### src/ecpd_rem_unit.sv
// Restoring remainder unit, one dividend bit per cycle.
// Stand-alone; used by the top level for the palette index modulo.
`timescale 1ns / 1ps

module ecpd_rem_unit #(
  parameter int DVW = 32,
  parameter int DSW = 13
) (
  input  logic           clk,
  input  logic           rst_n,
  input  logic           start,
  input  logic [DVW-1:0] dividend,
  input  logic [DSW-1:0] divisor,
  output logic           done,
  output logic [DSW-1:0] remainder
);

  localparam int CNT_W = $clog2(DVW + 1);

  logic [DVW-1:0]   dvd_r, dvd_nxt;
  logic [DSW:0]     rem_r, rem_nxt;
  logic [DSW-1:0]   dsr_r, dsr_nxt;
  logic [CNT_W-1:0] cnt_r, cnt_nxt;
  logic             busy_r, busy_nxt;
  logic             done_r, done_nxt;
  logic [DSW:0]     trial;

  always_comb begin
    trial    = {rem_r[DSW-1:0], dvd_r[DVW-1]};
    dvd_nxt  = dvd_r;
    rem_nxt  = rem_r;
    dsr_nxt  = dsr_r;
    cnt_nxt  = cnt_r;
    busy_nxt = busy_r;
    done_nxt = 1'b0;
    if (start) begin
      dvd_nxt  = dividend;
      rem_nxt  = '0;
      dsr_nxt  = divisor;
      cnt_nxt  = CNT_W'(DVW);
      busy_nxt = 1'b1;
    end else if (busy_r) begin
      dvd_nxt = {dvd_r[DVW-2:0], 1'b0};
      if (trial >= {1'b0, dsr_r}) begin
        rem_nxt = trial - {1'b0, dsr_r};
      end else begin
        rem_nxt = trial;
      end
      cnt_nxt = cnt_r - 1'b1;
      if (cnt_r == CNT_W'(1)) begin
        busy_nxt = 1'b0;
        done_nxt = 1'b1;
      end
    end
  end

  always_ff @(posedge clk) begin
    if (!rst_n) begin
      busy_r <= 1'b0;
      done_r <= 1'b0;
      cnt_r  <= '0;
    end else begin
      busy_r <= busy_nxt;
      done_r <= done_nxt;
      cnt_r  <= cnt_nxt;
    end
  end

  always_ff @(posedge clk) begin
    dvd_r <= dvd_nxt;
    rem_r <= rem_nxt;
    dsr_r <= dsr_nxt;
  end

  assign done      = done_r;
  assign remainder = rem_r[DSW-1:0];

  a_start_idle: assert property (@(posedge clk) disable iff (!rst_n)
    start |-> !busy_r)
    else $error("remainder unit restarted while busy");

endmodule

### config.mk
export PLATFORM = sky130hd
export DESIGN_NAME = ecpd_rem_unit
export DESIGN_NICKNAME = d
export VERILOG_FILES = /design/src/ecpd_rem_unit.sv
export SDC_FILE = /design/constraint.sdc
export NUM_CORES = 1
export LEC_CHECK = 0
export ABC_AREA = 0
export BUFFER_PORTS_ARGS = -buffer_cell sky130_fd_sc_hd__buf_2
export CORE_MARGIN = 2
export CORE_UTILIZATION = 45
export DETAILED_ROUTE_END_ITERATION = 12
export PLACE_DENSITY = 0.67
export SLEW_MARGIN = 30
export SYNTH_ARGS = -nofsm -noshare
export SYNTH_HDL_FRONTEND = slang
export SYNTH_SLANG_ARGS = --single-unit
export TNS_END_PERCENT = 20
### constraint.sdc
create_clock -name clk -period 4.27 [get_ports clk]
set_input_delay 0.427 -clock clk [delete_from_list [all_inputs] [get_ports clk]]
set_output_delay 0.427 -clock clk [all_outputs]
set_load 0.03 [all_outputs]
== Word level (Yosys, flattened, before mapping) ==
Cells that the tools add are included.

* Flip-flop bits (word level): 66
* Bits of input ports: 48

* Add/subtract/negate cells: 2
* $lt $le $gt $ge: 1
* Equality and inequality tests: 1
* Muxes and demuxes: 9
* Bitwise gates (word level): 2
* Reductions and logical operators: 3

{| class="wikitable"
|+ Operators by type and width
! kind !! count
|-
| 32-bit 2-to-1 mux || 2
|-
| 14-bit by 13-bit greater-or-equal comparator with 1-bit output || 1
|-
| 13-bit 2-to-1 mux || 1
|-
| 13-bit subtractor || 1
|-
| 6-bit 2-to-1 mux || 2
|-
| 6-bit by 1-bit equality test with 1-bit output (second input constant) || 1
|-
| 6-bit by 1-bit subtractor with 6-bit output (second input constant) || 1
|-
| 1-bit 2-to-1 mux || 4
|-
| 3-bit OR reduction || 1
|-
| 1-bit inverter || 2
|-
| 2-bit nonzero test || 1
|-
| 2-bit OR reduction || 1
|}

== Logic depth before layout (Yosys ltp) ==
Gate-level depths: netlist (run 1).

* Word-level depth: 4
* Gate-level depth with buffers: 11
* Gate-level depth less buffers: 10

== Worst setup path before layout (run 1) ==
OpenSTA, ideal clock, no wires.

* Kind: flip-flop to flip-flop
* Start point: register rem_r[2]
* End point: register rem_r[0]
* Data arrival time: 2.595 ns
* Path slack: 1.589 ns
* Cell stages (with the launch flop): 9
* Path buffers: 0
* Clock period less this slack: 2.681 ns
* Cell sequence: dfxtp_1 ha_1 or2_2 o211a_1 o31ai_4 a21oi_2 a2111oi_4 mux2_1 a211oi_1

* Longest elaborated chain between the ends: 2

{| class="wikitable"
|+ Ends and longest elaborated chain
! what !! line !! text
|-
| start, declared || 21 || <nowiki>logic [DSW:0] rem_r, rem_nxt;</nowiki>
|-
| start signal, assigned || 71 || <nowiki>rem_r <= rem_nxt;</nowiki>
|-
| 14-bit by 13-bit greater-or-equal comparator with 1-bit output || 44 || <nowiki>if (trial >= {1'b0, dsr_r}) begin</nowiki>
|-
| 13-bit 2-to-1 mux || 44 ||
|}

Every way passes these cells.
A chain may end at the register's enable or synchronous reset.

== Worst setup path after layout (run 1) ==
Same ends and word-level chain as after synthesis.

==> flow_metrics.py, run 1 <==
metrics = {
    "status": {
        "status": "completed",
    },
    "global_routing": {
        "grt_pass1_vias": 2246,
        "antenna_found_initial": 0,
        "grt_pass1_wl_um": 10390,
        "grt_max_degree": 38,
        "overflow": 0,
        "grt_usage_pct": 15.99,
    },
    "pwr": {
        "p_comb_share_pct": 19.9,
        "seqPwrFrac_pct": 45.7,
        "ir_worst_vdd_mv": 0.2318,
        "powerDensity_nw_per_um2": 428.1,
        "internal_power_mw": 1.237,
        "p_sw_uw": 466.8,
        "pwr-share-clk_pct": 34.4,
        "swShare_pct": 27.40,
        "total_power_mw": 1.704,
        "leakage_nw": 1.653,
    },
    "floorplan": {
        "rows": 31,
        "die_w_um": 90.31,
        "die-area_sq_um": 8155,
        "die_y_um": 90.31,
        "start_util_pct": 46.46,
        "pin_count": 62,
        "core-area_sq_um": 7214,
    },
    "flow_run": {
        "max_cap_violations": 0,
    },
    "layout": {
        "num_antenna_cells": 0,
        "nets": 410,
        "drive_gt1_share_pct": 33.05,
        "layout_commonest_cell": "buf_2",
        "fillers": 656,
        "final_cell_mix": "buf_2, edfxtp_1, mux2_2",
        "area_delta_synth_final_pct": 18.74,
    },
    "setup_path": {
        "cp.buffers_inverters": 0,
        "critPathRequiredTime_ns": 4.53,
        "critPathMaxStageDelay_ns": 0.54,
        "crit_chain": "ha_1 -> or2_2 -> o211a_1 -> o31ai_4 -> a21oi_2 -> a2111oi_4 -> mux2_1 -> a211oi_1",
        "cp-end-kind": "flip-flop",
        "worstPathMaxFanout": 6,
        "slowest_stage": "a2111oi_4",
        "crit_type": "flip-flop to flip-flop",
        "cp_top_family": "compound AO/OA/AOI/OAI gates",
        "worst_setup_path_start_kind": "flip-flop",
        "critical_path_arrival_ns": 3.00,
    },
    "worst_hold_path": {
        "hold_class": "input port to flip-flop",
    },
    "sta": {
        "finalCriticalPeriod_ns": 2.737,
        "clock_skew_ns": 0.005991,
        "timing.final.hold_violations": 0,
        "worst_pin_slew_ns": 0.5612,
        "rsz0062_at_grt": "no",
        "fin_crit_sh_pct": 64.11,
        "slew-limit-headroom_pct": 62.59,
        "setup_tns_ns": 0,
        "slew_violations": 0,
        "holdWs_ns": 0.2543,
        "setup_viol": 0,
        "fmax_mhz": 365.3,
    },
    "routing": {
        "dr.pass1.iters": 4,
        "viasPerCell": 5.156,
        "drc": 0,
        "wl_per_cell_um": 13.65,
        "vias": 2320,
        "drtIter0Drc": 95,
        "ant_nets": 0,
        "drt_wl_total_um": 6141,
    },
    "clocking": {
        "cts_buffers": 9,
        "tritoncts": "built",
        "clk_pin_slew_ns": 0.07,
        "postCtsSetupBuffers": 0,
        "cts.sinks": 66,
        "ctsRootBufferMaster": "clkbuf_8",
        "htreeDepth": 3,
        "cts_hold_buf": 0,
        "ctsResizeCount": 0,
        "insertion_delay_ns": 0.35,
        "clk_path_buf_depth": 2,
    },
    "yosys": {
        "async_reset_ff_share_pct": 0,
        "syn_area_sq_um": 3352,
        "synth_edf_count": 45,
        "yosys_warnings": 0,
        "syn_nets": 346,
        "seq_area_frac_synth_pct": 52.86,
        "avgSynthCellArea_sq_um": 11.89,
        "ys.flop_type": "edfxtp_1",
        "synth_cells": 282,
        "ys_seq_elements": 66,
        "synth.distinct_cells": 43,
    },
    "placement": {
        "dp_hpwl_um": 4311,
        "routabilityCongestion": 0.8586,
        "port_buffers": 61,
    },
}
final cells by class:
cell class | count | area, sq um | area share [%]
flip-flops and latches | 66 | 1772 | 44.51
repair buffers | 64 | 327.8 | 8.236
clock buffers | 9 | 123.9 | 3.112
well taps | 99 | 123.9 | 3.112
inverters | 20 | 75.07 | 1.886
clock inverters | 7 | 101.3 | 2.546
multi-input cells | 185 | 1456 | 36.59
cells by family after synthesis:
family / synth area share (%)
AO/OA/AOI/OAI: 10.83
XOR/XNOR: 3.658
adder cells (fa/ha/maj): 6.196
buffers and inverters: 3.695
flip-flops: 52.86
multiplexers: 13.44
AND/OR/NAND/NOR: 9.332
cells in the mapped netlist, types with 2 or more instances:
cell type / count / area share [%]
buf_1: 4 / 0.45
nor3_1: 8 / 1.2
ha_1: 15 / 5.6
o21ai_0: 6 / 0.90
a211oi_1: 12 / 2.7
nor2b_1: 4 / 0.75
nor4_1: 2 / 0.37
a21oi_1: 9 / 1.3
o21a_1: 4 / 0.90
a31oi_1: 2 / 0.37
nand4_1: 3 / 0.56
o2111ai_1: 2 / 0.52
clkbuf_1: 6 / 0.67
mux2i_1: 9 / 2.7
or2_2: 2 / 0.37
xnor2_1: 10 / 2.6
xor2_1: 4 / 1.0
nand2_1: 11 / 1.2
edfxtp_1: 45 / 40
nand3_1: 6 / 0.90
nor2_1: 25 / 2.8
a21o_1: 4 / 0.90
dfxtp_1: 21 / 13
mux2_2: 31 / 10
inv_1: 19 / 2.1
power groups by stage:
stage                     registers, mW  logic [mW]  clock network [mW]
after floorplan                   0.810       0.237                   0
after CTS                         0.780       0.341               0.605
after global routing              0.787       0.376               0.633
final                             0.779       0.339               0.586
after global placement            0.792       0.334                   0
after detailed placement          0.794       0.339                   0
sequential cells by signal, summed over array words and instances (netlist names):
| name | cells |
|---|---|
| done | 1 |
| cnt_r | 6 |
| rem_r | 13 |
| dsr_r | 13 |
| dvd_r | 32 |
| busy_r | 1 |
routing by layer:
metal,GRT usage (%),vias to the layer above,routed length [um]
li1,-,1157,-
met1,20.59,1095,2838
met2,23.50,62,2755
met3,7.095,6,483
met4,6.667,0,63
met5,0,-,0
path summary, 6_finish.rpt:
kind	startpoint	endpoint	slack (ns)	cells past startpoint
hold / removal	divisor[7]	dsr_r[7]	0.25	1
setup reg to reg	rem_r[2]	rem_r[0]	1.53	8
hold reg to reg	cnt_r[1]	cnt_r[1]	0.50	2
setup / recovery	rem_r[2]	rem_r[0]	1.53	8
metrics by stage:
stage          setup slack [ns]  cells  instance area, sq um  util, %
6_report                  1.533    450                  3980    55.17
5_1_grt                   1.323    450                  3980    55.17
4_1_cts                   1.508    450                  3980    55.17
3_5_place_dp              1.536    434                  3755    52.05
3_3_place_gp              1.556    434                  3755    52.05
2_1_floorplan             1.589    282                  3352        -
worst register-to-register path: stages (launching register included):
cell and delay [ns]:
dfxtp_1 0.34, ha_1 0.37, or2_2 0.31, o211a_1 0.17, o31ai_4 0.22, a21oi_2 0.11, a2111oi_4 0.54, mux2_1 0.37
a211oi_1 0.22
(Power assumes the default switching activity.)
==> run 2: changes to the inputs <==
==> constraint.sdc (replaced) <==
create_clock -name clk -period 2.6 [get_ports clk]
set_input_delay 0.26 -clock clk [delete_from_list [all_inputs] [get_ports clk]]
set_output_delay 0.26 -clock clk [all_outputs]
set_load 0.03 [all_outputs]
==> flow_metrics.py, run 2 (synthesis results as in run 1) <==
metrics = {
    "setup_path": {
        "reg2regPathDepth": 11,
        "worstPathMaxFanout": 6,
        "crit_chain": "inv_1 -> ha_4 -> fa_2 -> nor2b_1 -> o211a_1 -> o31ai_4 -> a21oi_2 -> a2111o_1 -> buf_4 -> mux2i_1 -> a211oi_1",
        "regToRegSetupSlack_ns": 0.12,
        "reg2reg_to": "rem_r[4]",
        "worst_setup_path_start_kind": "flip-flop",
        "crit_type": "flip-flop to flip-flop",
        "critical_path_arrival_ns": 2.74,
        "slowest_stage": "a2111o_1",
        "regToRegStartpoint": "dvd_r[31]",
        "critPathMaxStageDelay_ns": 0.38,
        "cp-end-kind": "flip-flop",
        "critPathRequiredTime_ns": 2.86,
    },
    "layout": {
        "design_area_sq_um": 4084,
        "layout_commonest_cell": "buf_2",
        "drive_gt1_share_pct": 35.93,
        "fin_util_pct": 56.61,
        "area_delta_synth_final_pct": 21.84,
        "num_antenna_cells": 0,
        "fillers": 642,
        "largestRegisters": "dvd_r (32), dsr_r (13), rem_r (13)",
        "multiInputGateArea_sq_um": 1475,
        "nets": 418,
        "final_cell_mix": "buf_2, edfxtp_1, mux2_2",
        "register_area_sq_um": 1774,
        "instances_no_fill": 458,
        "top_register": "dvd_r",
        "largest_reg_flops": 32,
    },
    "routing": {
        "dr.pass1.iters": 4,
        "ant_nets": 0,
        "drt_wl_total_um": 6294,
        "drtIter0Drc": 131,
        "viasPerCell": 5.175,
        "vias": 2370,
        "drc": 0,
        "wl_per_cell_um": 13.74,
    },
    "clocking": {
        "clk_pin_slew_ns": 0.08,
        "ctsRootBufferMaster": "clkbuf_8",
        "tritoncts": "built",
        "insertion_delay_ns": 0.35,
        "htreeDepth": 3,
        "cts.sinks": 66,
        "cts_hold_buf": 0,
        "clk_path_buf_depth": 2,
        "cts_buffers": 9,
    },
    "pwr": {
        "ir_worst_vdd_mv": 0.4787,
        "leakage_nw": 1.710,
        "total_power_mw": 2.941,
        "powerDensity_nw_per_um2": 720.1,
    },
    "floorplan": {
        "core-area_sq_um": 7214,
        "die_y_um": 90.31,
        "rows": 31,
        "die_w_um": 90.31,
        "pin_count": 62,
        "start_util_pct": 46.46,
        "die-area_sq_um": 8155,
    },
    "worst_hold_path": {
        "holdPathEnd": "dsr_r[2]",
        "holdPathStages": 1,
        "hold_class": "input port to flip-flop",
        "min_from": "divisor[2]",
    },
    "placement": {
        "dp.cells": 441,
        "port_buffers": 61,
        "dp_hpwl_um": 4588,
        "dpl-instance-area_sq_um": 3810,
        "routabilityCongestion": 0.8496,
    },
    "sta": {
        "worst_pin_slew_ns": 0.4309,
        "slew-limit-headroom_pct": 71.01,
        "setup_tns_ns": 0,
        "fin_crit_sh_pct": 95.51,
        "fmax_mhz": 402.7,
        "timing.final.hold_violations": 0,
        "setup_viol": 0,
        "clock_skew_ns": 0.01018,
        "slew_violations": 0,
        "finalCriticalPeriod_ns": 2.483,
    },
    "global_routing": {
        "antenna_found_initial": 0,
        "grt_pass1_wl_um": 10530,
        "grt_max_degree": 32,
        "grt_pass1_vias": 2254,
        "overflow": 0,
        "grt_usage_pct": 16.34,
    },
    "status": {
        "status": "completed",
    },
    "flow_run": {
        "max_cap_violations": 0,
    },
}
## run 2: how the worst max path moves through the flow
stage	from	to	slack (ns)	depth (start not counted)
4_1_cts	dvd_r[31]	rem_r[7]	0.01	11
3_3_place_gp	dvd_r[31]	rem_r[3]	0.14	11
2_1_floorplan	rem_r[2]	rem_r[0]	0.05	8
5_1_grt	dvd_r[31]	rem_r[4]	-0.008	11
3_5_place_dp	dvd_r[31]	rem_r[7]	0.04	11
6_report	dvd_r[31]	rem_r[4]	0.12	11
## run 2: cell type report
type / instances / area share (%)
repair buffers: 72 / 9.498
multi-input cells: 185 / 36.12
clock inverters: 7 / 3.033
inverters: 20 / 1.838
well taps: 99 / 3.033
clock buffers: 9 / 3.033
flip-flops and latches: 66 / 43.44
## run 2: power by group
part / total [mW] / leakage, nW / switching [mW] / internal (mW)
sequential: 1.28 / 0.623 / 0.0463 / 1.23
combinational: 0.591 / 0.966 / 0.314 / 0.277
clock: 1.07 / 0.120 / 0.425 / 0.645
total: 2.94 / 1.71 / 0.785 / 2.16
## run 2: repair_timing
action	4_1_cts	5_1_grt
setup buffers	0	1
gates resized for setup	0	4
endpoints found under the setup margin	0	12
## run 2: critical path: cells and delay by family (launching register included)
| kind | cells | cell delay [ns] |
|---|---|---|
| compound gates | 5 | 1.21 |
| flops | 1 | 0.37 |
| fa+ha+maj | 2 | 0.35 |
| buf+inv | 2 | 0.30 |
| simple gates | 1 | 0.06 |
| mux | 1 | 0.12 |
## run 2: per-stage QoR
| stage | hold WS, ns | worst slack [ns] |
|---|---|---|
| 2_1_floorplan | 0.3589 | 0.04945 |
| 3_3_place_gp | 0.4361 | 0.1363 |
| 3_5_place_dp | 0.4382 | 0.04332 |
| 4_1_cts | 0.06894 | 0.01075 |
| 5_1_grt | 0.06046 | -0.008093 |
| 6_report | 0.08454 | 0.1167 |
## run 2: layer usage
metal	global-route usage [%]	routed length, um
met5	0	0
met4	5.000	72
met3	7.429	471
met2	24.94	2872
met1	20.87	2876
