[config.mk]
export PLATFORM = sky130hd
export DESIGN_NAME = ecpd_avg
export DESIGN_NICKNAME = d
export VERILOG_FILES = /design/src/ecpd_pkg.sv /design/src/ecpd_avg.sv
export SDC_FILE = /design/constraint.sdc
export NUM_CORES = 1
export LEC_CHECK = 0
export ABC_CLOCK_PERIOD_IN_PS = 18400
export BUFFER_PORTS_ARGS = -buffer_cell sky130_fd_sc_hd__buf_2
export CORE_ASPECT_RATIO = 2
export CORE_MARGIN = 2
export CORE_UTILIZATION = 45
export DETAILED_ROUTE_END_ITERATION = 10
export SLEW_MARGIN = 20
export SYNTH_ARGS = -nofsm -noshare
export SYNTH_HDL_FRONTEND = slang
export SYNTH_SLANG_ARGS = --single-unit
export TNS_END_PERCENT = 30
[constraint.sdc]
create_clock -name clk -period 18.4 [get_ports clk]
set_clock_uncertainty 0.05 [all_clocks]
set_input_delay 3.68 -clock clk [delete_from_list [all_inputs] [get_ports clk]]
set_output_delay 3.68 -clock clk [all_outputs]
set_load 0.005 [all_outputs]
[src/ecpd_pkg.sv]
// Shared types and constants for the escape count palette downsampler.
// Holds field widths, register and command codes, the handshake structs
// and the state enums. It depends on nothing else.
`timescale 1ns / 1ps

package ecpd_pkg;

  localparam int CH_W      = 16;
  localparam int ITER_W    = 32;
  localparam int AA_W      = 4;
  localparam int SHIFT_W   = 5;
  localparam int PLEN_W    = 13;
  localparam int ENTRY_W   = 12;
  localparam int CFG_IDX_W = 3;

  typedef logic [CFG_IDX_W-1:0] cfg_idx_t;

  localparam cfg_idx_t CFG_AA_FACTOR       = 3'd0;
  localparam cfg_idx_t CFG_ITERATION_LIMIT = 3'd1;
  localparam cfg_idx_t CFG_MAX_ITERATIONS  = 3'd2;
  localparam cfg_idx_t CFG_PALETTE_ROTATE  = 3'd3;
  localparam cfg_idx_t CFG_AUX_SHIFT       = 3'd4;
  localparam cfg_idx_t CFG_PALETTE_LENGTH  = 3'd5;

  localparam logic CMD_SAMPLE = 1'b0;
  localparam logic CMD_WRITE  = 1'b1;

  localparam logic [AA_W-1:0]    AA_FACTOR_RST      = 4'd1;
  localparam logic [ITER_W-1:0]  ITER_LIMIT_RST     = 32'hFFFF_FFFF;
  localparam logic [ITER_W-1:0]  MAX_ITER_RST       = 32'hFFFF_FFFF;
  localparam logic [ITER_W-1:0]  ROTATE_RST         = 32'd0;
  localparam logic [SHIFT_W-1:0] AUX_SHIFT_RST      = 5'd0;
  localparam logic [PLEN_W-1:0]  PALETTE_LENGTH_RST = 13'd4096;

  typedef struct packed {
    logic [CH_W-1:0] red;
    logic [CH_W-1:0] green;
    logic [CH_W-1:0] blue;
  } rgb_t;

  typedef struct packed {
    logic valid;
    logic add;
    rgb_t color;
  } sample_t;

  typedef enum logic [2:0] {
    S_IDLE,
    S_PREP,
    S_DIV,
    S_READ,
    S_ACC
  } ctl_state_t;

  typedef enum logic [1:0] {
    A_IDLE,
    A_MUL,
    A_FIN
  } avg_state_t;

endpackage

[src/ecpd_avg.sv]
// Box filter: accumulates sample colors, then divides each sum by the
// group size through a reciprocal multiply and holds the pixel in the
// output register. Depends on ecpd_pkg.
`timescale 1ns / 1ps

module ecpd_avg import ecpd_pkg::*; #(
  parameter int MAX_AA = 8
) (
  input  logic            clk,
  input  logic            rst_n,
  input  logic [AA_W-1:0] aa_factor,
  input  sample_t         sample,
  output logic            sample_ready,
  output logic            out_valid,
  input  logic            out_ready,
  output logic [CH_W-1:0] pixel_red,
  output logic [CH_W-1:0] pixel_green,
  output logic [CH_W-1:0] pixel_blue
);

  localparam int NMAX  = MAX_AA * MAX_AA;
  localparam int SW    = CH_W + $clog2(NMAX);
  localparam int CNT_W = $clog2(NMAX + 1);
  localparam int FW    = $clog2(MAX_AA + 1);
  localparam int L     = 2 * $clog2(MAX_AA);
  localparam int K     = SW + L;
  localparam int RW    = K + 1;
  localparam int PW    = SW + RW;

  localparam logic [1:0] CH_RED   = 2'd0;
  localparam logic [1:0] CH_GREEN = 2'd1;
  localparam logic [1:0] CH_BLUE  = 2'd2;

  logic [RW-1:0] recip_tab [2**FW];

  for (genvar g = 0; g < 2**FW; g++) begin : g_recip
    localparam int D = ((g == 0) || (g > MAX_AA)) ? 1 : g * g;
    localparam logic [RW-1:0] R = RW'(((64'd1 << K) + 64'(D) - 64'd1) / 64'(D));
    assign recip_tab[g] = R;
  end

  avg_state_t      state_r, state_nxt;
  logic [CNT_W-1:0] cnt_r, cnt_nxt;
  logic [1:0]       ch_r, ch_nxt;
  logic             out_valid_r, out_valid_nxt;
  logic [SW-1:0]    sum_red_r, sum_red_nxt;
  logic [SW-1:0]    sum_green_r, sum_green_nxt;
  logic [SW-1:0]    sum_blue_r, sum_blue_nxt;
  logic [RW-1:0]    recip_r, recip_nxt;
  logic [PW-1:0]    prod_r, prod_nxt;
  logic [CH_W-1:0]  red_r, red_nxt;
  logic [CH_W-1:0]  green_r, green_nxt;
  logic [CH_W-1:0]  blue_r, blue_nxt;

  logic [AA_W:0]    aa_ext;
  logic [FW-1:0]    f;
  logic [2*FW-1:0]  f_sq;
  logic [CNT_W-1:0] n;
  logic [CNT_W:0]   cnt_inc;
  logic             group_done;
  logic [SW-1:0]    sel_sum;
  logic [CH_W-1:0]  quot;

  always_comb begin
    aa_ext = {1'b0, aa_factor};
    if (aa_factor == '0) begin
      f = FW'(1);
    end else if (aa_ext > (AA_W + 1)'(MAX_AA)) begin
      f = FW'(MAX_AA);
    end else begin
      f = FW'(aa_factor);
    end
    f_sq       = (2 * FW)'(f) * (2 * FW)'(f);
    n          = CNT_W'(f_sq);
    cnt_inc    = {1'b0, cnt_r} + 1'b1;
    group_done = cnt_inc >= {1'b0, n};
    quot       = prod_r[K +: CH_W];
    case (ch_r)
      CH_RED:   sel_sum = sum_red_r;
      CH_GREEN: sel_sum = sum_green_r;
      default:  sel_sum = sum_blue_r;
    endcase
  end

  assign sample_ready = (state_r == A_IDLE) && (!out_valid_r || out_ready);

  always_comb begin
    state_nxt     = state_r;
    cnt_nxt       = cnt_r;
    ch_nxt        = ch_r;
    out_valid_nxt = out_valid_r && !out_ready;
    sum_red_nxt   = sum_red_r;
    sum_green_nxt = sum_green_r;
    sum_blue_nxt  = sum_blue_r;
    recip_nxt     = recip_r;
    prod_nxt      = prod_r;
    red_nxt       = red_r;
    green_nxt     = green_r;
    blue_nxt      = blue_r;
    case (state_r)
      A_IDLE: begin
        if (sample.valid && sample_ready) begin
          if (sample.add) begin
            sum_red_nxt   = sum_red_r + SW'(sample.color.red);
            sum_green_nxt = sum_green_r + SW'(sample.color.green);
            sum_blue_nxt  = sum_blue_r + SW'(sample.color.blue);
          end
          if (group_done) begin
            cnt_nxt   = '0;
            recip_nxt = recip_tab[f];
            ch_nxt    = CH_RED;
            state_nxt = A_MUL;
          end else begin
            cnt_nxt = cnt_inc[CNT_W-1:0];
          end
        end
      end
      A_MUL: begin
        prod_nxt = PW'(sel_sum) * PW'(recip_r);
        if (ch_r == CH_GREEN) begin
          red_nxt = quot;
        end
        if (ch_r == CH_BLUE) begin
          green_nxt = quot;
          state_nxt = A_FIN;
        end
        ch_nxt = ch_r + 1'b1;
      end
      A_FIN: begin
        blue_nxt      = quot;
        out_valid_nxt = 1'b1;
        sum_red_nxt   = '0;
        sum_green_nxt = '0;
        sum_blue_nxt  = '0;
        state_nxt     = A_IDLE;
      end
      default: begin
        state_nxt = A_IDLE;
      end
    endcase
  end

  always_ff @(posedge clk) begin
    if (!rst_n) begin
      state_r     <= A_IDLE;
      cnt_r       <= '0;
      ch_r        <= CH_RED;
      out_valid_r <= 1'b0;
      sum_red_r   <= '0;
      sum_green_r <= '0;
      sum_blue_r  <= '0;
    end else begin
      state_r     <= state_nxt;
      cnt_r       <= cnt_nxt;
      ch_r        <= ch_nxt;
      out_valid_r <= out_valid_nxt;
      sum_red_r   <= sum_red_nxt;
      sum_green_r <= sum_green_nxt;
      sum_blue_r  <= sum_blue_nxt;
    end
  end

  always_ff @(posedge clk) begin
    recip_r <= recip_nxt;
    prod_r  <= prod_nxt;
    red_r   <= red_nxt;
    green_r <= green_nxt;
    blue_r  <= blue_nxt;
  end

  assign out_valid   = out_valid_r;
  assign pixel_red   = red_r;
  assign pixel_green = green_r;
  assign pixel_blue  = blue_r;

  a_fin_slot_free: assert property (@(posedge clk) disable iff (!rst_n)
    (state_r == A_FIN) |-> !out_valid_r)
    else $error("pixel finished while the output register is occupied");

  a_cnt_below_max: assert property (@(posedge clk) disable iff (!rst_n)
    {1'b0, cnt_r} < (CNT_W + 1)'(NMAX))
    else $error("sample count reached the largest group size");

  a_mul_no_sample: assert property (@(posedge clk) disable iff (!rst_n)
    (state_r == A_MUL) |=> (cnt_r == '0))
    else $error("sample count moved while a pixel was being divided");

endmodule

**Yosys cells after proc, flatten, opt, wreduce, memory -nomap -nowiden**

Memories as Yosys holds them, arrays and structs flattened. A register that Yosys moved wholly into a read port is not among the register bits.
Cells that the tools add are included.

- $mul: 2
- Mux-type cells: 21
- Add/sub/neg operators: 5
- Reduce and logical (&&, ||, !) cells: 18
- $lt $le $gt $ge: 2
- Eq/ne operators: 8
- Bitwise gates (word level): 1

Operators by type and width:

| cell | number |
|---|---|
| $pmux 22 s2 | 4 |
| $mux 22 | 6 |
| $add 22x16->22 | 3 |
| $mul 22x29->44 | 1 |
| $reduce_and 3->1 | 4 |
| $mux 2 | 5 |
| $add 7x1->8 const B | 1 |
| $ge 8x7->1 | 1 |
| $mux 4 | 2 |
| $pmux 2 s2 | 2 |
| $mul 4x4->7 | 1 |
| $mux 7 | 1 |
| $ne 2x2->1 const B | 3 |
| $reduce_and 2->1 | 3 |
| $not 4->5 | 1 |
| $eq 2x1->1 const B | 2 |
| $eq 2x2->1 const B | 2 |
| $gt 4x4->1 const B | 1 |
| $logic_not 2->1 | 2 |
| $logic_not 4->1 | 1 |
| $reduce_bool 2->1 | 2 |
| $logic_and 1x1->1 | 3 |
| $add 2x1->2 const B | 1 |
| $logic_not 1->1 | 2 |
| 3 further kinds | 3 |

- Bits in read-only memories: 464
- Bits in registers: 170
- Output and inout bits: 50
- Memories kept: 1
- Logic and storage cells: 69

Memories:

| memory | words | bits a word | rd ports | clocked after Yosys merged registers in | write ports | line | source |
|---|---|---|---|---|---|---|---|
| (name not given) | 16 | 29 | 1 | 1 | 0 | ecpd_avg.sv:110 | `recip_nxt = recip_tab[f];` |

**Depth between registers and ports, before layout**

Gate-level depths: netlist (run 1).

- Depth in word-level cells: 8
- Mapped depth: 30
- Mapped depth without buffers: 28

**Worst setup path after synthesis (run 1)**

No wires, ideal clock.

- Path kind: input-to-output
- From: input out_ready
- To: output sample_ready
- Setup slack: 10,642 ps
- Buffers on the path: 0
- Stages: 2
- Arrival time: 4,028 ps
- Cells stage by stage: nand2b_1 > and3_1

- Longest elaborated chain between the ends: 2

Ends and longest elaborated chain:

| what | line | source |
|---|---|---|
| from (decl) | ecpd_avg.sv:15 | `input logic out_ready,` |
| $logic_or 1x1->1 | ecpd_avg.sv:85 | `assign sample_ready = (state_r == A_IDLE) && (!out_valid_r \|\| out_ready);` |
| $logic_and 1x1->1 | ecpd_avg.sv:85 |  |
| to (decl) | ecpd_avg.sv:13 | `output logic sample_ready,` |

Every way passes these cells.

**Worst setup path after layout (run 1)**

- From: register ch_r[1]
- To: register prod_r[42] (data pin)

- Longest elaborated chain between the ends: 3
- Elaborated cells on any way between the ends: 4
- Classes of those cells: 1 x mul; 1 x eq/ne; 1 x mux; 1 x reduce/logical

Ends and longest elaborated chain:

| what | line | source |
|---|---|---|
| from (decl) | ecpd_avg.sv:44 | `logic [1:0] ch_r, ch_nxt;` |
| from (signal assigned) | ecpd_avg.sv:155 | `ch_r <= ch_nxt;` |
| $eq 2x1->1 or $logic_not 2->1 (tied branches) | ecpd_avg.sv:78 | `case (ch_r)` |
| $pmux 22 s2 (*) | ecpd_avg.sv:78 |  |
| $mul 22x29->44 (*) | ecpd_avg.sv:119 | `prod_nxt = PW'(sel_sum) * PW'(recip_r);` |
| to (signal assigned) | ecpd_avg.sv:165 | `prod_r <= prod_nxt;` |
| to (decl) | ecpd_avg.sv:50 | `logic [PW-1:0] prod_r, prod_nxt;` |

Mark *: on every way between the ends. The rest lies on a longest branch, timed or not.
A chain may end at the register's enable or synchronous reset.

==> out/metrics.cfg, run 1 <==
[run_status]
outcome = finished, final reports clean

[synthesis]
synth-compound-area-share_pct = 8.251
yosys.area.top_type = fa_1
synth_xor_area_share_pct = 3.171
yosysUniqueCellTypes = 67
synth_top_area_share_pct = 36.60
synthFlopType = edfxtp_1
synthAdderAreaFrac_pct = 49.86
yosys_warnings = 0
synth_area_leaders = fa_1 (37%), ha_1 (13%), edfxtp_1 (9.7%)
synth_top_family_by_area = adder cells
yosys.area_share.simple_pct = 12.66
async_reset_ff_share_pct = 0
synthMuxAreaShare_pct = 0.1248
synthCells = 2475
synth-seq-cells = 156
syn_area_per_cell_sq_um = 9.724
seq_area_frac_synth_pct = 16.22
synth_edf_count = 78
synth_area_sq_um = 24070

[timing]
slew_headroom_pct = 21.15
drv_slew = 0
fin_crit_ns = 9.654
whs_ns = 0.4175
tns_ns = 0
fin_crit_sh_pct = 52.47
setup_viol = 0
tightest_slew_ns = 1.175
finalHoldViolations = 0
max_freq_ghz = 0.1036
rsz0062_at_grt = false

[clock_tree]
cts-root-buf = clkbuf_16
cts-buffers-inserted = 25
ctsHoldBuffers = 0
cts_num_sinks = 156
clk_latency_ns = 0.50
h-tree-depth = 4
clockBufferDepth = 3
clk_pin_slew_worst_paths_ns = 0.07
cts_tree = yes
cts_resized = 0
cts_setup_buffers = 0

[run]
cap_violations = 0

[route]
wl_um = 79030
drtIter0Drc = 656
drt_pass1_iterations = 5
ant_nets = 0
drc_errors = 0
wl_per_cell_um = 24.48
routed_via_density = 5.454
vias = 17610

[finish]
n_antenna_cell = 0
drive_gt1_share_pct = 6.669
final_cell_mix = inv_1 (547), fa_1 (440), ha_1 (255), nand2_1 (241), and2_1 (158)
final_cell_area_sq_um = 26070
layout_commonest_cell = inv_1
syn_to_final_growth_pct = 8.318
finalNetCount = 3311

[floorplanning]
start_util_pct = 45.66
core_sq_um = 52710
rows = 119
dieArea_sq_um = 55460
ios = 107
die_x_um = 167.5
die_y_um = 331.1

[setup_path]
crit_required_ns = 18.60
worstPathArrival_ns = 9.85
path_max_fanout = 24
critPathLaunchType = flop
end_kind = flop
crit_type = reg -> reg

[global_routing]
grt_usage_pct = 29.65
antenna_found_initial = 1
grt_pass1_vias = 20100
grt_first_pass_wirelength_um = 119200
grt_start_max_net_pins = 47
grt_overflow = 0

[placed_design]
portBuffers = 106
place_hpwl_um = 68660
globalplace.congestion = 1.003
placed_cell_area_sq_um = 25330

[power_and_ir_drop]
ir_worst_vdd_v = 0.00006675
power_mw = 1.452
leakage_nw = 13.46
pwr_density_cell_nw_per_um2 = 55.69

[worst_hold_path]
worstHoldPathType = reg -> reg

[power breakdown]
group,internal [mW],leakage [nW],switching [mW]
Sequential,0.381,1.35,0.0121
Combinational,0.250,11.8,0.387
Clock,0.274,0.354,0.148
[state kept, by name, summed over array words and instances (netlist names)]
name / count
sum_blue_r: 22
sum_green_r: 22
sum_red_r: 22
pixel_blue: 16
pixel_green: 16
pixel_red: 16
prod_r: 16
recip_r: 14
cnt_r: 7
ch_r: 2
state_r: 2
out_valid: 1
[cells in the mapped netlist (7+ instances only)]
library cell    n
nor3_1         14
nand2b_1       13
dfxtp_1        78
and2_1        158
o21ai_0        67
nor3b_1         7
o211ai_1        8
a21o_1         41
or3_1           9
nand4_1        15
a21oi_1        69
xnor2_1        34
o21a_1         11
a22oi_1        14
a22o_1         24
inv_1         547
nand3_1        31
clkbuf_1       67
nand2_1       241
ha_1          255
a31oi_1         8
edfxtp_1       78
o21bai_1       12
and3_1         20
nor2_1         64
fa_1          440
xor2_1         48
nor2b_1        21
[critical path, stage by stage (launching register included)]
cell and delay [ns]:
dfxtp_1 0.32, inv_1 0.10, ha_1 0.78, nor2_1 0.11, buf_4 0.25, nand2_1 0.09
nand2_1 0.33, nand2_1 0.39, inv_1 0.10, fa_1 0.64, inv_1 0.10, fa_1 0.47
fa_1 0.54, inv_1 0.05, fa_1 0.49, fa_1 0.48, fa_1 0.53, inv_1 0.05
fa_1 0.48, inv_1 0.04, ha_1 0.48, nand3_1 0.25, or4_1 0.58, o21ai_1 0.60
o21ai_1 0.28, a21boi_1 0.29, nor2_1 0.13, a311o_1 0.37
[metrics by stage]
step / utilization (%) / std cells / setup slack (ns)
2_1_floorplan: - / 2476 / 10.64
3_3_place_gp: 48.06 / 3196 / 8.837
3_5_place_dp: 48.06 / 3196 / 8.838
4_1_cts: 49.42 / 3228 / 8.814
5_1_grt: 49.46 / 3229 / 8.447
6_report: 49.46 / 3229 / 8.746
[area by class of cell]
class	instances	area (sq um)
fill	5068	26640
multi-input combinational	1699	17840
sequential	156	3904
inverter	548	2057
tap	665	832.0
timing repair buffer	129	715.7
clock buffer	28	646.9
clock inverter	4	70.07
[path summary, 6_finish.rpt]
check / slack [ns] / start / to / depth (start not counted)
hold / removal: 0.42 / prod_r[30] / pixel_blue[2] / 0
hold reg to reg: 0.42 / prod_r[30] / pixel_blue[2] / 0
setup reg to reg: 8.75 / ch_r[1] / prod_r[42] / 27
setup / recovery: 8.75 / ch_r[1] / prod_r[42] / 27
[per-layer routing]
metal | up-vias | track usage (%) | routed length [um]
met5 | - | 0 | 9
met4 | 2 | 28.22 | 8963
met3 | 268 | 3.491 | 2441
met2 | 525 | 59.22 | 45130
met1 | 8913 | 24.44 | 22490
li1 | 7904 | - | -
[logic make-up (layout without fill, tap and decap cells)]
family / after synthesis / after routing
buffers and inverters: 621 / 709
XOR/XNOR: 84 / 84
other: 1 / 2
adder cells (fa/ha/maj): 695 / 695
AO/OA/AOI/OAI: 302 / 302
AND/OR/NAND/NOR: 613 / 613
multiplexers: 3 / 3
flip-flops: 156 / 156
Note: power is estimated with default switching activity, not from simulation.
==> run 2: changes to the inputs <==
--- a/config.mk
+++ b/config.mk
@@ -5,7 +5,8 @@
 export SDC_FILE = /design/constraint.sdc
 export NUM_CORES = 1
 export LEC_CHECK = 0
-export ABC_CLOCK_PERIOD_IN_PS = 18400
+export ABC_AREA = 1
+export ABC_CLOCK_PERIOD_IN_PS = 8520
 export BUFFER_PORTS_ARGS = -buffer_cell sky130_fd_sc_hd__buf_2
 export CORE_ASPECT_RATIO = 2
 export CORE_MARGIN = 2
==> constraint.sdc (replaced) <==
create_clock -name clk -period 8.52 [get_ports clk]
set_clock_uncertainty 0.05 [all_clocks]
set_input_delay 1.704 -clock clk [delete_from_list [all_inputs] [get_ports clk]]
set_output_delay 1.704 -clock clk [all_outputs]
set_load 0.005 [all_outputs]
==> run 2 against run 1 <==
Net effect:
- fmax is 18% higher
- first-iteration DRC count is 88% higher
- critical path depth stayed put
- cell count is 20% higher
- critical endpoint is now prod_r[38]
- largest power group unchanged
- hold slack better by 0.015 ns
- clock power is 110% higher
- largest cell class unchanged
==> out/metrics.cfg, run 2 <==
[setup_path]
path_max_fanout = 13  ; was 24
crit_slowest_cell = a21oi_1  ; was ha_1
r2r_setup_slack_ns = 0.35  ; was 8.75 ns
end_kind = flop  ; unchanged
crit_type = reg -> reg  ; unchanged
crit_required_ns = 8.70  ; was 18.60 ns
worstPathArrival_ns = 8.35  ; was 9.85 ns
critPathLaunchType = flop  ; unchanged
slowest_delay_ns = 0.78  ; about the same
crit_top_cell = fa_1  ; unchanged

[power_and_ir_drop]
p_clk_share_pct = 16.0  ; was 29.0%
pwr-share-seq_pct = 16.0  ; was 27.1%
pwr_density_cell_nw_per_um2 = 203.9  ; was 55.69 nW/um^2
p_int_mw = 2.729  ; was 0.9047 mW
switching_power_mw = 2.866  ; was 0.5471 mW
p_sw_share_pct = 51.23  ; was 37.68%
p_comb_share_pct = 68.0  ; was 43.9%
ir_worst_vdd_v = 0.0001329  ; was 0.00006675 V
power_mw = 5.595  ; was 1.452 mW
leakage_nw = 14.08  ; was 13.46 nW

[floorplanning]
die_y_um = 337.3  ; was 331.1 um
rows = 122  ; was 119
dieArea_sq_um = 57560  ; was 55460 sq um
ios = 107  ; unchanged
core_sq_um = 55110  ; was 52710 sq um
die_x_um = 170.6  ; was 167.5 um
start_util_pct = 45.36  ; was 45.66%

[route]
wl_per_cell_um = 24.99  ; was 24.48 um
wl_um = 96470  ; was 79030 um
drt_pass1_iterations = 8  ; was 5
drc_errors = 0  ; unchanged
vias = 20900  ; was 17610
drtIter0Drc = 1234  ; was 656
routed_via_density = 5.413  ; was 5.454
ant_nets = 0  ; unchanged

[finish]
drive_gt1_share_pct = 7.806  ; was 6.669%
largestRegisters = sum_blue_r x22, sum_green_r x22, sum_red_r x22  ; unchanged
syn_to_final_growth_pct = 9.762  ; was 8.318%
layout_commonest_cell = inv_1  ; unchanged
ff_latch_area_sq_um = 3904  ; unchanged
final_cell_mix = inv_1 (706), fa_1 (440), nand2_1 (439), nor2_1 (363), ha_1 (255)  ; was inv_1 (547), fa_1 (440), ha_1 (255), nand2_1 (241), and2_1 (158)
final_cell_area_sq_um = 27430  ; was 26070 sq um
multi_input_area_sq_um = 18140  ; was 17840 sq um
finalNetCount = 3860  ; was 3311
fill_cells = 5433  ; was 5068

[global_routing]
grt_usage_pct = 34.88  ; was 29.65%
grt_pass1_vias = 23210  ; was 20100
grt_start_max_net_pins = 33  ; was 47
grt_overflow = 0  ; unchanged
antenna_found_initial = 2  ; was 1
grt_first_pass_wirelength_um = 141500  ; was 119200 um

[synthesis]
async_reset_ff_share_pct = 0  ; unchanged
seq_area_frac_synth_pct = 15.62  ; was 16.22%
synth-seq-cells = 156  ; unchanged
synth_area_leaders = fa_1 (35%), ha_1 (13%), inv_1 (11%)  ; was fa_1 (37%), ha_1 (13%), edfxtp_1 (9.7%)
synth_area_sq_um = 24990  ; was 24070 sq um
syn_area_per_cell_sq_um = 8.447  ; was 9.724 sq um
synthCells = 2959  ; was 2475
yosys.area.top_type = fa_1  ; unchanged
yosys_warnings = 0  ; unchanged
synth_most_common_cell = inv_1  ; unchanged
synthFlopType = edfxtp_1  ; unchanged
synth_top_area_share_pct = 35.24  ; was 36.60%
synth_edf_count = 78  ; unchanged
yosys-top-cells-count = inv_1 (706), fa_1 (440), nand2_1 (439), nor2_1 (363), ha_1 (255)  ; was inv_1 (547), fa_1 (440), ha_1 (255), nand2_1 (241), and2_1 (158)
yosysUniqueCellTypes = 59  ; was 67

[placed_design]
pre_cts_slack_ns = 0.4840  ; was 8.838 ns
portBuffers = 106  ; unchanged
placed_cell_area_sq_um = 26730  ; was 25330 sq um
place_hpwl_um = 83750  ; was 68660 um
globalplace.congestion = 1.046  ; was 1.003

[clock_tree]
ctsHoldBuffers = 0  ; unchanged
clk_latency_ns = 0.50  ; about the same
cts_setup_buffers = 0  ; unchanged
cts_tree = yes  ; unchanged
clockBufferDepth = 3  ; unchanged
cts-root-buf = clkbuf_16  ; unchanged
clk_pin_slew_worst_paths_ns = 0.06  ; was 0.07 ns
cts_num_sinks = 156  ; unchanged
h-tree-depth = 4  ; unchanged
cts-buffers-inserted = 25  ; unchanged
cts_resized = 0  ; unchanged

[timing]
max_freq_ghz = 0.1224  ; was 0.1036 GHz
rsz0062_at_grt = false  ; unchanged
fin_crit_ns = 8.171  ; was 9.654 ns
slew_headroom_pct = 25.85  ; was 21.15%
tightest_slew_ns = 1.112  ; was 1.175 ns
setup_viol = 0  ; unchanged
tns_ns = 0  ; unchanged
fin_crit_sh_pct = 95.91  ; was 52.47%
worst_slack_ns = 0.3488  ; was 8.746 ns
drv_slew = 0  ; unchanged
finalHoldViolations = 0  ; unchanged

[worst_hold_path]
worstHoldPathType = reg -> reg  ; unchanged

[run]
cap_violations = 0  ; unchanged

[run_status]
outcome = finished, final reports clean  ; unchanged

-- run 2: worst max-delay path, delay by kind of cell (launching register included) --
family                     cells  cell delay, ns
AOI/OAI and AO/OA              2            0.92
xor gates and xnor gates       1            0.08
adders and majority gates      9            4.29
buffers and inverters          8            1.08
DFF                            1            0.35
and+or+nand+nor                7            1.11
-- run 2: power by group through the flow --
stage               sequential (mW)  clock, mW  combinational (mW)
finish                        0.895      0.897                3.80
global route                  0.895      0.928                4.21
CTS                           0.893      0.908                3.78
detailed placement            0.908          0                3.73
global placement              0.908          0                3.75
floorplan                     0.882          0                2.40
-- run 2: logic make-up (layout without fill, tap and decap cells) --
| group | count (synthesis) | after routing | share of synthesized area [%] |
|---|---|---|---|
| AOI/OAI and AO/OA | 349 | 349 | 7.930 |
| xor gates and xnor gates | 29 | 29 | 1.016 |
| adders and majority gates | 695 | 695 | 48.01 |
| buffers and inverters | 779 | 931 | 11.87 |
| DFF | 156 | 156 | 15.62 |
| other | 1 | 5 | 0.01500 |
| and+or+nand+nor | 950 | 951 | 15.54 |
-- run 2: final timing paths --
kind / startpoint / to / cells past startpoint
setup / recovery: ch_r[0] / prod_r[38] / 27
hold / removal: cnt_r[1] / cnt_r[1] / 2
setup reg to reg: ch_r[0] / prod_r[38] / 27
hold reg to reg: cnt_r[1] / cnt_r[1] / 2
-- run 2: per-layer routing --
metal,part of all wire [%],global-route usage [%],vias to the layer above
met5,0,0,-
met4,14,37.81,0
met3,4.5,5.315,428
met2,53,64.17,824
met1,29,30.01,10290
li1,-,-,9356
-- run 2: area by class of cell --
class                      instances  share of cell area [%]
multi-input combinational       2026                   66.13
sequential                       156                   14.23
inverter                         728                   9.970
timing repair buffer             171                   3.758
tap                              744                   3.393
clock buffer                      26                   2.294
clock inverter                     6                  0.2007
antenna                            3                 0.02736
-- run 2: through the flow --
stage | std cells | hold WS, ns | utilization [%]
finish | 3860 | 0.4325 | 49.78
global route | 3859 | 0.4471 | 49.78
CTS | 3856 | 0.4317 | 49.75
detailed placement | 3824 | 0.4228 | 48.50
global placement | 3824 | 0.4178 | 48.50
floorplan | 2960 | 0.3901 | -
